$ cat src/rtl/delta_list_timer_queue_unit_defines.svh
// Assertion macros for the delta list timer queue unit.
// Included by files that carry concurrent assertions; needs i_clk and i_rst_n in scope.
`ifndef DELTA_LIST_TIMER_QUEUE_UNIT_DEFINES_SVH
`define DELTA_LIST_TIMER_QUEUE_UNIT_DEFINES_SVH

// Same-cycle implication, disabled while reset is asserted.
`define DLTQ_ASSERT_IMP(lbl, ante, cons, msg) \
    lbl: assert property (@(posedge i_clk) disable iff (!i_rst_n) (ante) |-> (cons)) \
        else $error(msg);

// Next-cycle implication, disabled while reset is asserted.
`define DLTQ_ASSERT_NXT(lbl, ante, cons, msg) \
    lbl: assert property (@(posedge i_clk) disable iff (!i_rst_n) (ante) |=> (cons)) \
        else $error(msg);

`endif

$ cat src/rtl/dltq_pkg.sv
// Shared types and constants of the delta list timer queue unit.
// No dependencies; used by the controller and the top level.
`timescale 1ns / 1ps

package dltq_pkg;

    // Default sizes.
    localparam int DEF_NUM_CLIENTS = 16;
    localparam int DEF_TIME_BITS   = 32;

    // Most wakeups sent for one tick.
    localparam int WAKE_LIMIT = 16;

    // Result kinds.
    localparam logic KIND_REPLY = 1'b0;
    localparam logic KIND_WAKE  = 1'b1;

    // Request codes.
    typedef enum logic [2:0] {
        REQ_SET  = 3'd0,
        REQ_EXT  = 3'd1,
        REQ_CAN  = 3'd2,
        REQ_GET  = 3'd3,
        REQ_TICK = 3'd4
    } t_req;

    // Controller sequencer states.
    typedef enum logic [3:0] {
        S_IDLE,
        S_DISP,
        S_REM,
        S_REPLY,
        S_UN_C,
        S_UN_P,
        S_UN_N,
        S_INS0,
        S_INS,
        S_INS_C,
        S_INS_P,
        S_INS_T,
        S_TICK,
        S_WAKE_I,
        S_WAKE_N
    } t_state;

    // One result item handed from the controller to the output register.
    typedef struct packed {
        logic        valid;
        logic        kind;
        logic [3:0]  client;
        logic [31:0] rem;
        logic        last;
    } t_emit;

    // Status of the list head.
    typedef struct packed {
        logic nonempty;
        logic cd_zero;
    } t_stat;

endpackage

$ cat src/rtl/delta_list_timer_queue_unit.sv
// Delta list timer queue unit: many client timeouts sharing one countdown. Requests set,
// extend or cancel a timeout, ask for the remaining time, or tick. One item is handled at a
// time: a request walks the list one entry per step (an insert walks from the head, a
// remaining-time query walks back to it, an extend does both), and a tick walks the clients
// it wakes. Every list step goes through the one-read, one-write entry memory.
// Uses dltq_pkg, dltq_mem, dltq_ctrl and the assertion macros header.
`timescale 1ns / 1ps
`include "delta_list_timer_queue_unit_defines.svh"

module delta_list_timer_queue_unit #(
    parameter int NUM_CLIENTS = dltq_pkg::DEF_NUM_CLIENTS,
    parameter int TIME_BITS   = dltq_pkg::DEF_TIME_BITS
) (
    input  logic        i_clk,
    input  logic        i_rst_n,
    input  logic        i_valid,
    output logic        o_ready,
    input  logic [2:0]  i_req_type,
    input  logic [3:0]  i_client_id,
    input  logic [31:0] i_amount,
    output logic        o_valid,
    input  logic        i_ready,
    output logic        o_reply_kind,
    output logic [3:0]  o_target_client,
    output logic [31:0] o_remaining_ticks,
    output logic        o_last
);

    localparam int SW = $clog2(NUM_CLIENTS);
    localparam int WW = TIME_BITS + 2 * SW;

    dltq_pkg::t_emit emit;
    dltq_pkg::t_stat stat;
    logic            slot_free;
    logic [SW-1:0]   rd_addr, wr_addr;
    logic [WW-1:0]   rd_data, wr_data;
    logic            wr_en;

    logic        r_ovalid;
    logic        r_kind;
    logic [3:0]  r_client;
    logic [31:0] r_rem;
    logic        r_last;

    dltq_mem #(
        .DEPTH (NUM_CLIENTS),
        .AW    (SW),
        .WW    (WW)
    ) u_mem (
        .i_clk     (i_clk),
        .i_rd_addr (rd_addr),
        .o_rd_data (rd_data),
        .i_wr_en   (wr_en),
        .i_wr_addr (wr_addr),
        .i_wr_data (wr_data)
    );

    dltq_ctrl #(
        .NUM_CLIENTS (NUM_CLIENTS),
        .TIME_BITS   (TIME_BITS),
        .SW          (SW),
        .WW          (WW)
    ) u_ctrl (
        .i_clk       (i_clk),
        .i_rst_n     (i_rst_n),
        .i_valid     (i_valid),
        .o_ready     (o_ready),
        .i_req_type  (i_req_type),
        .i_client_id (i_client_id),
        .i_amount    (i_amount),
        .i_slot_free (slot_free),
        .o_emit      (emit),
        .o_stat      (stat),
        .o_rd_addr   (rd_addr),
        .i_rd_data   (rd_data),
        .o_wr_en     (wr_en),
        .o_wr_addr   (wr_addr),
        .o_wr_data   (wr_data)
    );

    // The output register can take a new item when empty or being drained.
    assign slot_free = !r_ovalid || i_ready;

    // Output valid.
    always_ff @(posedge i_clk) begin
        if (!i_rst_n) begin
            r_ovalid <= 1'b0;
        end else if (emit.valid) begin
            r_ovalid <= 1'b1;
        end else if (i_ready) begin
            r_ovalid <= 1'b0;
        end
    end

    // Output payload.
    always_ff @(posedge i_clk) begin
        if (emit.valid) begin
            r_kind   <= emit.kind;
            r_client <= emit.client;
            r_rem    <= emit.rem;
            r_last   <= emit.last;
        end
    end

    assign o_valid           = r_ovalid;
    assign o_reply_kind      = r_kind;
    assign o_target_client   = r_client;
    assign o_remaining_ticks = r_rem;
    assign o_last            = r_last;

    // Checks on the sequencer and the output register.
    `DLTQ_ASSERT_NXT(a_busy_after_accept, i_valid && o_ready, !o_ready, "ready after accept")
    `DLTQ_ASSERT_IMP(a_empty_cd_zero, !stat.nonempty, stat.cd_zero, "empty list, countdown set")
    `DLTQ_ASSERT_IMP(a_emit_slot_free, emit.valid, slot_free, "item emitted into full register")

endmodule

$ cat src/rtl/dltq_mem.sv
// Entry memory of the delta list: delta, next link and previous link per client.
// One write and one read port, registered read with write-to-read forwarding.
`timescale 1ns / 1ps

module dltq_mem #(
    parameter int DEPTH = 16,
    parameter int AW    = 4,
    parameter int WW    = 40
) (
    input  logic          i_clk,
    input  logic [AW-1:0] i_rd_addr,
    output logic [WW-1:0] o_rd_data,
    input  logic          i_wr_en,
    input  logic [AW-1:0] i_wr_addr,
    input  logic [WW-1:0] i_wr_data
);

    logic [WW-1:0] r_mem [DEPTH];
    logic [WW-1:0] r_rdata;

    // Write port.
    always_ff @(posedge i_clk) begin
        if (i_wr_en) begin
            r_mem[i_wr_addr] <= i_wr_data;
        end
    end

    // Read port; a write to the same entry in the same cycle is passed through.
    always_ff @(posedge i_clk) begin
        if (i_wr_en && (i_wr_addr == i_rd_addr)) begin
            r_rdata <= i_wr_data;
        end else begin
            r_rdata <= r_mem[i_rd_addr];
        end
    end

    assign o_rd_data = r_rdata;

endmodule

$ cat src/rtl/dltq_ctrl.sv
// Request sequencer of the delta list timer queue: walks and edits the list in memory.
// Uses dltq_pkg; drives the read and write ports of dltq_mem.
`timescale 1ns / 1ps

module dltq_ctrl #(
    parameter int NUM_CLIENTS = dltq_pkg::DEF_NUM_CLIENTS,
    parameter int TIME_BITS   = dltq_pkg::DEF_TIME_BITS,
    parameter int SW          = $clog2(NUM_CLIENTS),
    parameter int WW          = TIME_BITS + 2 * SW
) (
    input  logic              i_clk,
    input  logic              i_rst_n,
    input  logic              i_valid,
    output logic              o_ready,
    input  logic [2:0]        i_req_type,
    input  logic [3:0]        i_client_id,
    input  logic [31:0]       i_amount,
    input  logic              i_slot_free,
    output dltq_pkg::t_emit   o_emit,
    output dltq_pkg::t_stat   o_stat,
    output logic [SW-1:0]     o_rd_addr,
    input  logic [WW-1:0]     i_rd_data,
    output logic              o_wr_en,
    output logic [SW-1:0]     o_wr_addr,
    output logic [WW-1:0]     o_wr_data
);

    localparam int TB = TIME_BITS;
    localparam int CW = $clog2(dltq_pkg::WAKE_LIMIT + 1);
    localparam logic [63:0] TMAX64 = 64'hFFFF_FFFF_FFFF_FFFF >> (64 - TB);
    localparam logic [63:0] F32MAX = 64'h0000_0000_FFFF_FFFF;

    // Saturating add at the time width.
    function automatic logic [TB-1:0] sat_add(input logic [TB-1:0] a, input logic [TB-1:0] b);
        logic [TB:0] s;
        s = {1'b0, a} + {1'b0, b};
        return s[TB] ? {TB{1'b1}} : s[TB-1:0];
    endfunction

    dltq_pkg::t_state r_state, n_state;
    dltq_pkg::t_req   r_req, n_req;
    logic [3:0]       r_id, n_id;
    logic             r_ok, n_ok;
    logic [SW-1:0]    r_cid, n_cid;
    logic [TB-1:0]    r_t, n_t;
    logic [TB-1:0]    r_sum, n_sum;
    logic [SW-1:0]    r_ra, n_ra;
    logic [SW-1:0]    r_i, n_i;
    logic [SW-1:0]    r_pv, n_pv;
    logic [SW-1:0]    r_nx, n_nx;
    logic [TB-1:0]    r_dc, n_dc;
    logic             r_hp, n_hp;
    logic             r_hn, n_hn;
    logic [SW-1:0]    r_head, n_head;
    logic             r_ne, n_ne;
    logic [TB-1:0]    r_cd, n_cd;
    logic [NUM_CLIENTS-1:0] r_q, n_q;
    logic [CW-1:0]    r_cnt, n_cnt;

    // Fields of the word at the current read address.
    logic [TB-1:0] wd;
    logic [SW-1:0] wn, wp;
    assign wd = i_rd_data[WW-1 -: TB];
    assign wn = i_rd_data[2*SW-1:SW];
    assign wp = i_rd_data[SW-1:0];

    // Shared decisions.
    logic          q_c, hp_c, hn_c, wake_last, cd_nz;
    logic [63:0]   amt64, sum64;
    logic [TB-1:0] amt_sat;
    logic [TB-1:0] rem_sum;
    dltq_pkg::t_state after_unlink;

    assign q_c       = r_q[r_cid];
    assign hp_c      = (wp != r_cid);
    assign hn_c      = (wn != r_cid);
    assign wake_last = (wd != '0) || (r_cnt == CW'(dltq_pkg::WAKE_LIMIT - 1));
    assign cd_nz     = (r_cd != '0);
    assign amt64     = {32'd0, i_amount};
    assign amt_sat   = (amt64 > TMAX64) ? TMAX64[TB-1:0] : amt64[TB-1:0];
    assign sum64     = 64'(r_sum);
    assign rem_sum   = sat_add(r_sum, wd);
    assign after_unlink = (r_req == dltq_pkg::REQ_CAN) ? dltq_pkg::S_IDLE : dltq_pkg::S_INS0;

    // Next state.
    always_comb begin
        n_state = r_state;
        unique case (r_state)
            dltq_pkg::S_IDLE: begin
                if (i_valid) n_state = dltq_pkg::S_DISP;
            end
            dltq_pkg::S_DISP: begin
                unique case (r_req)
                    dltq_pkg::REQ_SET: n_state = !r_ok ? dltq_pkg::S_IDLE :
                                                 (q_c ? dltq_pkg::S_UN_C : dltq_pkg::S_INS0);
                    dltq_pkg::REQ_EXT: n_state = !r_ok ? dltq_pkg::S_IDLE :
                                                 (q_c ? dltq_pkg::S_REM : dltq_pkg::S_INS0);
                    dltq_pkg::REQ_CAN: n_state = (r_ok && q_c) ? dltq_pkg::S_UN_C
                                                               : dltq_pkg::S_IDLE;
                    dltq_pkg::REQ_GET: n_state = (r_ok && q_c) ? dltq_pkg::S_REM
                                                               : dltq_pkg::S_REPLY;
                    dltq_pkg::REQ_TICK: n_state = !r_ne ? dltq_pkg::S_IDLE :
                                                  (cd_nz ? dltq_pkg::S_TICK : dltq_pkg::S_WAKE_I);
                    default: n_state = dltq_pkg::S_IDLE;
                endcase
            end
            dltq_pkg::S_REM: begin
                if (wp == r_ra) begin
                    n_state = (r_req == dltq_pkg::REQ_GET) ? dltq_pkg::S_REPLY
                                                           : dltq_pkg::S_UN_C;
                end
            end
            dltq_pkg::S_REPLY: begin
                if (i_slot_free) n_state = dltq_pkg::S_IDLE;
            end
            dltq_pkg::S_UN_C: begin
                priority if (hp_c) n_state = dltq_pkg::S_UN_P;
                else if (hn_c)     n_state = dltq_pkg::S_UN_N;
                else               n_state = after_unlink;
            end
            dltq_pkg::S_UN_P: n_state = r_hn ? dltq_pkg::S_UN_N : after_unlink;
            dltq_pkg::S_UN_N: n_state = after_unlink;
            dltq_pkg::S_INS0: n_state = r_ne ? dltq_pkg::S_INS : dltq_pkg::S_IDLE;
            dltq_pkg::S_INS: begin
                priority if (r_t < wd) n_state = dltq_pkg::S_INS_C;
                else if (wn == r_ra)   n_state = dltq_pkg::S_INS_T;
                else                   n_state = dltq_pkg::S_INS;
            end
            dltq_pkg::S_INS_C: n_state = (r_pv == r_i) ? dltq_pkg::S_IDLE : dltq_pkg::S_INS_P;
            dltq_pkg::S_INS_P: n_state = dltq_pkg::S_IDLE;
            dltq_pkg::S_INS_T: n_state = dltq_pkg::S_IDLE;
            dltq_pkg::S_TICK:  n_state = cd_nz ? dltq_pkg::S_IDLE : dltq_pkg::S_WAKE_I;
            dltq_pkg::S_WAKE_I: begin
                if (wn == r_ra) begin
                    if (i_slot_free) n_state = dltq_pkg::S_IDLE;
                end else begin
                    n_state = dltq_pkg::S_WAKE_N;
                end
            end
            dltq_pkg::S_WAKE_N: begin
                if (i_slot_free) begin
                    n_state = wake_last ? dltq_pkg::S_IDLE : dltq_pkg::S_WAKE_I;
                end
            end
            default: n_state = dltq_pkg::S_IDLE;
        endcase
    end

    // Datapath, memory writes and result items.
    always_comb begin
        n_req  = r_req;
        n_id   = r_id;
        n_ok   = r_ok;
        n_cid  = r_cid;
        n_t    = r_t;
        n_sum  = r_sum;
        n_ra   = r_ra;
        n_i    = r_i;
        n_pv   = r_pv;
        n_nx   = r_nx;
        n_dc   = r_dc;
        n_hp   = r_hp;
        n_hn   = r_hn;
        n_head = r_head;
        n_ne   = r_ne;
        n_cd   = r_cd;
        n_q    = r_q;
        n_cnt  = r_cnt;
        o_wr_en   = 1'b0;
        o_wr_addr = r_ra;
        o_wr_data = i_rd_data;
        o_emit    = '0;
        unique case (r_state)
            dltq_pkg::S_IDLE: begin
                if (i_valid) begin
                    n_req = dltq_pkg::t_req'(i_req_type);
                    n_id  = i_client_id;
                    n_ok  = (int'(i_client_id) < NUM_CLIENTS);
                    n_cid = SW'(i_client_id);
                    n_t   = amt_sat;
                end
            end
            dltq_pkg::S_DISP: begin
                n_ra  = r_cid;
                n_sum = '0;
                n_cnt = '0;
                if ((r_req == dltq_pkg::REQ_TICK) && r_ne) begin
                    n_ra = r_head;
                    if (cd_nz) n_cd = r_cd - 1'b1;
                end
            end
            dltq_pkg::S_REM: begin
                // Sum deltas back to the head.
                n_sum = rem_sum;
                if (wp == r_ra) begin
                    if (r_req != dltq_pkg::REQ_GET) begin
                        n_t  = sat_add(rem_sum, r_t);
                        n_ra = r_cid;
                    end
                end else begin
                    n_ra = wp;
                end
            end
            dltq_pkg::S_REPLY: begin
                if (i_slot_free) begin
                    o_emit.valid  = 1'b1;
                    o_emit.kind   = dltq_pkg::KIND_REPLY;
                    o_emit.client = r_id;
                    o_emit.rem    = (sum64 > F32MAX) ? 32'hFFFF_FFFF : sum64[31:0];
                    o_emit.last   = 1'b1;
                end
            end
            dltq_pkg::S_UN_C: begin
                n_pv = wp;
                n_nx = wn;
                n_dc = wd;
                n_hp = hp_c;
                n_hn = hn_c;
                n_q[r_cid] = 1'b0;
                priority if (hp_c) begin
                    n_ra = wp;
                end else if (hn_c) begin
                    n_ra = wn;
                end else begin
                    n_ne = 1'b0;
                    n_cd = '0;
                end
            end
            dltq_pkg::S_UN_P: begin
                // Predecessor skips over the removed entry.
                o_wr_en   = 1'b1;
                o_wr_data = {wd, (r_hn ? r_nx : r_pv), wp};
                if (r_hn) n_ra = r_nx;
            end
            dltq_pkg::S_UN_N: begin
                // Successor absorbs the removed delta.
                o_wr_en   = 1'b1;
                o_wr_data = {sat_add(wd, r_dc), wn, (r_hp ? r_pv : r_ra)};
                if (r_head == r_cid) begin
                    n_head = r_ra;
                    n_cd   = sat_add(wd, r_dc);
                end
            end
            dltq_pkg::S_INS0: begin
                n_q[r_cid] = 1'b1;
                if (!r_ne) begin
                    o_wr_en   = 1'b1;
                    o_wr_addr = r_cid;
                    o_wr_data = {r_t, r_cid, r_cid};
                    n_head    = r_cid;
                    n_ne      = 1'b1;
                    n_cd      = r_t;
                end else begin
                    n_ra = r_head;
                end
            end
            dltq_pkg::S_INS: begin
                // Walk until the new time falls before an entry, or the tail.
                if (r_t < wd) begin
                    o_wr_en   = 1'b1;
                    o_wr_data = {wd - r_t, wn, r_cid};
                    n_pv      = wp;
                    n_i       = r_ra;
                end else begin
                    n_t = r_t - wd;
                    if (wn == r_ra) begin
                        o_wr_en   = 1'b1;
                        o_wr_data = {wd, r_cid, wp};
                        n_pv      = r_ra;
                    end else begin
                        n_ra = wn;
                    end
                end
            end
            dltq_pkg::S_INS_C: begin
                o_wr_en   = 1'b1;
                o_wr_addr = r_cid;
                o_wr_data = {r_t, r_i, ((r_pv == r_i) ? r_cid : r_pv)};
                if (r_pv == r_i) begin
                    n_head = r_cid;
                    n_cd   = r_t;
                end else begin
                    n_ra = r_pv;
                end
            end
            dltq_pkg::S_INS_P: begin
                o_wr_en   = 1'b1;
                o_wr_data = {wd, r_cid, wp};
            end
            dltq_pkg::S_INS_T: begin
                o_wr_en   = 1'b1;
                o_wr_addr = r_cid;
                o_wr_data = {r_t, r_cid, r_pv};
            end
            dltq_pkg::S_TICK: begin
                o_wr_en   = 1'b1;
                o_wr_data = {r_cd, wn, wp};
            end
            dltq_pkg::S_WAKE_I: begin
                if (wn == r_ra) begin
                    if (i_slot_free) begin
                        o_emit.valid  = 1'b1;
                        o_emit.kind   = dltq_pkg::KIND_WAKE;
                        o_emit.client = 4'(r_ra);
                        o_emit.last   = 1'b1;
                        n_q[r_ra]     = 1'b0;
                        n_ne          = 1'b0;
                        n_cd          = '0;
                    end
                end else begin
                    n_i  = r_ra;
                    n_ra = wn;
                end
            end
            dltq_pkg::S_WAKE_N: begin
                // Successor becomes the head; the woken entry leaves.
                if (i_slot_free) begin
                    o_wr_en       = 1'b1;
                    o_wr_data     = {wd, wn, r_ra};
                    n_head        = r_ra;
                    n_cd          = wd;
                    n_q[r_i]      = 1'b0;
                    n_cnt         = r_cnt + 1'b1;
                    o_emit.valid  = 1'b1;
                    o_emit.kind   = dltq_pkg::KIND_WAKE;
                    o_emit.client = 4'(r_i);
                    o_emit.last   = wake_last;
                end
            end
            default: begin
            end
        endcase
    end

    // Control registers.
    always_ff @(posedge i_clk) begin
        if (!i_rst_n) begin
            r_state <= dltq_pkg::S_IDLE;
            r_q     <= '0;
            r_head  <= '0;
            r_ne    <= 1'b0;
            r_cd    <= '0;
            r_ra    <= '0;
        end else begin
            r_state <= n_state;
            r_q     <= n_q;
            r_head  <= n_head;
            r_ne    <= n_ne;
            r_cd    <= n_cd;
            r_ra    <= n_ra;
        end
    end

    // Working registers of the current item.
    always_ff @(posedge i_clk) begin
        r_req <= n_req;
        r_id  <= n_id;
        r_ok  <= n_ok;
        r_cid <= n_cid;
        r_t   <= n_t;
        r_sum <= n_sum;
        r_i   <= n_i;
        r_pv  <= n_pv;
        r_nx  <= n_nx;
        r_dc  <= n_dc;
        r_hp  <= n_hp;
        r_hn  <= n_hn;
        r_cnt <= n_cnt;
    end

    assign o_ready         = (r_state == dltq_pkg::S_IDLE);
    assign o_rd_addr       = n_ra;
    assign o_stat.nonempty = r_ne;
    assign o_stat.cd_zero  = !cd_nz;

endmodule

$ cat config.mk
export PLATFORM = sky130hd
export DESIGN_NAME = delta_list_timer_queue_unit
export DESIGN_NICKNAME = d
export VERILOG_FILES = /design/src/rtl/dltq_pkg.sv /design/src/rtl/delta_list_timer_queue_unit.sv /design/src/rtl/dltq_mem.sv /design/src/rtl/dltq_ctrl.sv
export VERILOG_INCLUDE_DIRS = /design/src /design/src/rtl
export SDC_FILE = /design/constraint.sdc
export NUM_CORES = 2
export LEC_CHECK = 0
export BUFFER_PORTS_ARGS = -buffer_cell sky130_fd_sc_hd__buf_2
export CAP_MARGIN = 20
export CORE_MARGIN = 8
export CORE_UTILIZATION = 45
export CTS_BUF_LIST = sky130_fd_sc_hd__clkbuf_4 sky130_fd_sc_hd__clkbuf_8
export DETAILED_ROUTE_END_ITERATION = 7
export MAX_ROUTING_LAYER = met4
export PLACE_DENSITY = 0.56
export SETUP_SLACK_MARGIN = 0.1
export SYNTH_ARGS = -nofsm -noshare
export SYNTH_HDL_FRONTEND = slang
export SYNTH_SLANG_ARGS = --single-unit
$ cat constraint.sdc
create_clock -name i_clk -period 10.06 [get_ports i_clk]
set_input_delay 2.012 -clock i_clk [delete_from_list [all_inputs] [get_ports i_clk]]
set_output_delay 2.012 -clock i_clk [all_outputs]
set_load 0.02 [all_outputs]
**Yosys cells after proc, flatten, opt, wreduce, memory -nomap -nowiden**

Memories as Yosys holds them, arrays and structs flattened. A register that Yosys moved wholly into a read port is not among the register bits.
Index checks and enable logic that the tools add are counted.

- Flip-flop bits (word level): 222
- RAM bits: 640
- Output and inout port bits: 40
- Logic and storage cells: 237
- Memories kept: 1

- $add $sub $neg: 7
- $lt $le $gt $ge: 9
- Eq/ne operators: 43
- Muxes and demuxes: 114
- Bitwise operators: 7
- Reduce and logical (&&, ||, !) cells: 34

Memories:

| name | words | bits a word | read ports | clocked after Yosys merged registers in | write ports | RTL line | text |
|---|---|---|---|---|---|---|---|
| u_mem.r_mem | 16 | 40 | 1 | 1 | 1 | dltq_mem.sv:18 | `logic [WW-1:0] r_mem [DEPTH];` |

Operators with widths:

| operator | count |
|---|---|
| $mux W32 | 19 |
| $pmux W40 S9 | 1 |
| $pmux W32 S7 | 1 |
| $mux W4 | 37 |
| $add A32 B32 Y33 | 3 |
| $pmux W32 S3 | 1 |
| $mux W40 | 2 |
| $gt A32 B32 Y1 const B | 2 |
| $pmux W16 S4 | 1 |
| $pmux W32 S2 | 1 |
| $reduce_bool A32 Y1 | 2 |
| $sub A32 B32 Y32 | 2 |
| $pmux W4 S13 | 1 |
| $and A16 B16 Y16 | 3 |
| $mux W16 | 3 |
| $not A16 Y16 | 3 |
| $mux W39 | 1 |
| $lt A32 B32 Y1 | 1 |
| $pmux W4 S8 | 1 |
| $sub A32 B1 Y32 const B | 1 |
| $eq A4 B4 Y1 const B | 7 |
| $pmux W4 S2 | 3 |
| $mux W1 | 20 |
| $pmux W4 S5 | 1 |
| other kinds (45) | 97 |

**Longest topological paths before layout**

- Depth in word-level cells: 9
- Depth in mapped cells: 37

**Hierarchy**

A second synthesis with hierarchy kept.

- Cell total of the unflattened synthesis: 3597
- Area total of the unflattened synthesis: 45583.7 µm²

Modules (own cells, without submodules):

| module | instances | cells each | area each (µm²) |
|---|---|---|---|
| dltq_mem | 1 | 1004 | 24410.9 |
| dltq_ctrl | 1 | 2551 | 19982.9 |
| delta_list_timer_queue_unit | 1 | 42 | 1189.9 |

**Least setup slack after synthesis**

Ideal clock, no wire load.

- Path kind: reg2reg
- Start: register with a tool-made name
- End: register u_ctrl.r_t[4] (data pin)
- Arrival: 8.616 ns
- Required time: 9.801 ns
- Slack: 1.185 ns
- Cell stages (with the launch flop): 36
- Path buffers: 9
- Clock period less this slack: 8.875 ns
- Cells stage by stage: dfxtp_1 > buf_6 > buf_6 > buf_6 > buf_4 > buf_6 > buf_2 > buf_2 > mux4_2 > mux4_2 > ha_1 > fa_1 > a21o_1 > a21oi_1 > nor2b_1 > o31ai_1 > o22ai_1 > o31ai_1 > o21ai_0 > a311o_1 > clkbuf_1 > or2_2 > ha_1 > inv_1 > fa_1 > nor2b_1 > o31a_1 > nor3_1 > o21ai_0 > a311oi_1 > o31ai_1 > a31oi_1 > o31a_1 > clkbuf_1 > a21oi_1 > a211o_1

RTL lines:

| element | RTL line | text |
|---|---|---|
| end signal, assigned | dltq_ctrl.sv:360 | `r_t <= n_t;` |
| end, declared | dltq_ctrl.sv:45 | `logic [TB-1:0] r_t, n_t;` |

==> summary.md <==
| Metric | Value |
|---|---|
| Status | finished, violations left |
| Failing checks | design-rule violations |
| Gr ovfl total | 0 |
| Clk root buf | clkbuf_8 |
| Final net count | 3997 |
| Post-route setup slack | 0.828 ns |
| Hold buffers post-CTS | 0 |
| RSZ-0062 raised after global routing | no |
| Setup Buffers After CTS | 0 |
| Largest net degree at the start of global routing | 78 |
| First DRT Iteration DRCs | 3718 |
| Cell variety after synth | 82 |
| Hold Slack | 0.500 ns |
| Clock latency on the worst-skew pair | 0.83 ns |
| Synth Instances | 3633 |
| CTS tree | built |
| Layout cell share with drive strength beyond 1 | 0.180 |
| Min-delay worst type | reg2reg |
| Initial antenna violation count | 1 |
| Initial Util | 0.453 |
| Num Clock Sinks | 866 |
| Final GP Congestion | 0.944 |
| Antenna-violating nets left | 0 |
| Register area share after synthesis | 0.551 |
| Gates resized, CTS repair | 0 |
| DR vias/cell | 6.14 |
| DRC | 11 |
| Slew Limit Headroom | 0.257 |
| FMAX | 108 MHz |
| I/O Buffers | 82 |
| Main synth FF type | edfxtp_1 |
| Worst-path clk slew | 0.06 ns |
| Area leader, netlist | edfxtp_1 |
| CP top delay family | compound AO/OA/AOI/OAI gates |
| Worst Skew | 0.0512 ns |
| Hpwl dp | 94.8 mm |
| Num rows | 117 |
| Crit-path slowest cell | mux4_2 |
| Max-cap violations | 0 |
| Tot GR Track Use | 0.245 |
| Die W | 336 microns |
| Synth-to-Final Area Change | 11.8% |
| Final Hold Fails | 0 |
| Critical path class | reg2reg |
| Max Slew Vio Count | 0 |
| Top cells by area, synth | edfxtp_1, mux4_2, ha_1 |
| Element type at the critical path start | flop |
| Synthesis-stage register bit count | 866 |
| Crit path capture type | flop |
| Synth warn | 0 |
| Post-synth ARST share | 0 |
| First-pass GRT wire length | 203 mm |
| Crit path time final | 9.23 ns |
| Routed len/inst | 26.0 microns |
| Critical Path AT | 9.79 ns |
| Synth cell count leaders | edfxtp_1, a21oi_1, o21ai_0 |
| EDFF count, synth | 800 |
| Io pins | 83 |
| Placed Instances | 5000 |
| Die Ht | 336 microns |
| Core Box Area | 102000 sq um |
| Net Count, Synth | 3843 |
| CP most frequent cell | buf_4 |
| CP peak stage delay | 0.63 ns |
| CP Buf/Inv Count | 5 |
| CTS buffer count | 148 |
| Vias in the first global route | 31400 |
| Tightest Pin Transition | 1.11 ns |
| Final period util | 0.918 |
| CTS max path bufs | 3 |
| Pre-CTS setup slack | 0.556 ns |
| Detailed Route WL | 137 mm |
| Post-route insts no fill | 5267 |
| Setup TNS | 0 ns |
| Mapped Area | 46000 sq um |
| Avg Cell Area, Syn | 12.7 sq um |
| H-tree lvl count | 4 |
| Top-count cell post-synth | edfxtp_1 |
| Setup violations, final | 0 |
| Area share of the largest cell type after synthesis | 0.523 |
| Via Count | 32300 |
| Full die area | 113000 sq um |
| Crit path max fanout | 21 |
| Worst path required time | 10.62 ns |
| Pre-antenna DRT Iters | 8 |
metrics by stage:
| stage | area, sq um | utilization |
|---|---|---|
| global placement | 48300 | 0.475 |
| finish | 51400 | 0.506 |
| detailed placement | 48400 | 0.477 |
| global route | 51400 | 0.506 |
| CTS | 51300 | 0.505 |
| floorplan | 46000 | - |
routing by layer:
metal  GRT usage  part of all wire
met5           -                 0
met4      0.0702             0.025
met3      0.0363             0.065
met2       0.380              0.46
met1       0.337              0.45
registers in the layout, summed over array words and instances, names as in the netlist, 3 cells and up, named ones only:
register	count
u_ctrl.r_cd	32
u_ctrl.r_ra	4
o_target_client	4
u_ctrl.r_q	16
u_ctrl.r_dc	32
u_ctrl.r_req	3
u_ctrl.r_id	4
u_mem.r_mem	640
u_ctrl.r_cnt	5
u_ctrl.r_sum	32
u_ctrl.r_i	4
u_ctrl.r_pv	4
u_ctrl.r_t	32
u_ctrl.r_head	4
u_ctrl.r_nx	4
o_remaining_ticks	32
u_ctrl.r_state	4
cells in the final DEF, fill, tap and decap left out, drive strengths merged, types with 128 or more instances in the layout:
master / count
mux4: 179
a21oi: 276
o21ai: 228
nor2: 195
clkbuf: 202
edfxtp: 800
ha: 162
buf: 206
nand2: 211
inv: 128
tightest hold or removal path: stages, from the launching register on:
cell and delay (ns):
dfxtp_1 0.32, o21ai_0 0.07, a21oi_1 0.06
layout make-up:
cell class / count / area (sq um)
diodes: 1 / 2.50
clock buffers: 202 / 2490
clock inverters: 59 / 425
fillers: 8882 / 50200
inverters: 121 / 454
multi-input cells: 2444 / 19500
flip-flops and latches: 866 / 25400
well taps: 1368 / 1710
repair buffers: 206 / 1440
final timing paths:
kind	slack, ns	from	to	cells after the start
setup reg to reg	0.83	flop	u_ctrl.r_t[16]$_DFFE_PP_	29
hold / removal	0.50	u_ctrl.r_q[12]$_SDFFE_PN0P_	u_ctrl.r_q[12]$_SDFFE_PN0P_	2
hold reg to reg	0.50	u_ctrl.r_q[12]$_SDFFE_PN0P_	u_ctrl.r_q[12]$_SDFFE_PN0P_	2
setup / recovery	0.83	flop	u_ctrl.r_t[16]$_DFFE_PP_	29
kinds of logic (layout without fill, tap and decap cells):
| family | count (synthesis) | count (layout) | share of synthesized area |
|---|---|---|---|
| fa+ha+maj | 168 | 168 | 0.0465 |
| flops | 866 | 866 | 0.551 |
| mux | 252 | 252 | 0.104 |
| simple gates | 808 | 808 | 0.0857 |
| buf+inv | 323 | 588 | 0.0285 |
| xor+xnor | 172 | 172 | 0.0328 |
| compound gates | 1044 | 1044 | 0.151 |
| other cells | 0 | 1 | 0 |
Power is not shown: default switching activity piles up to over one toggle a cycle in this logic, so the estimate is an artifact.
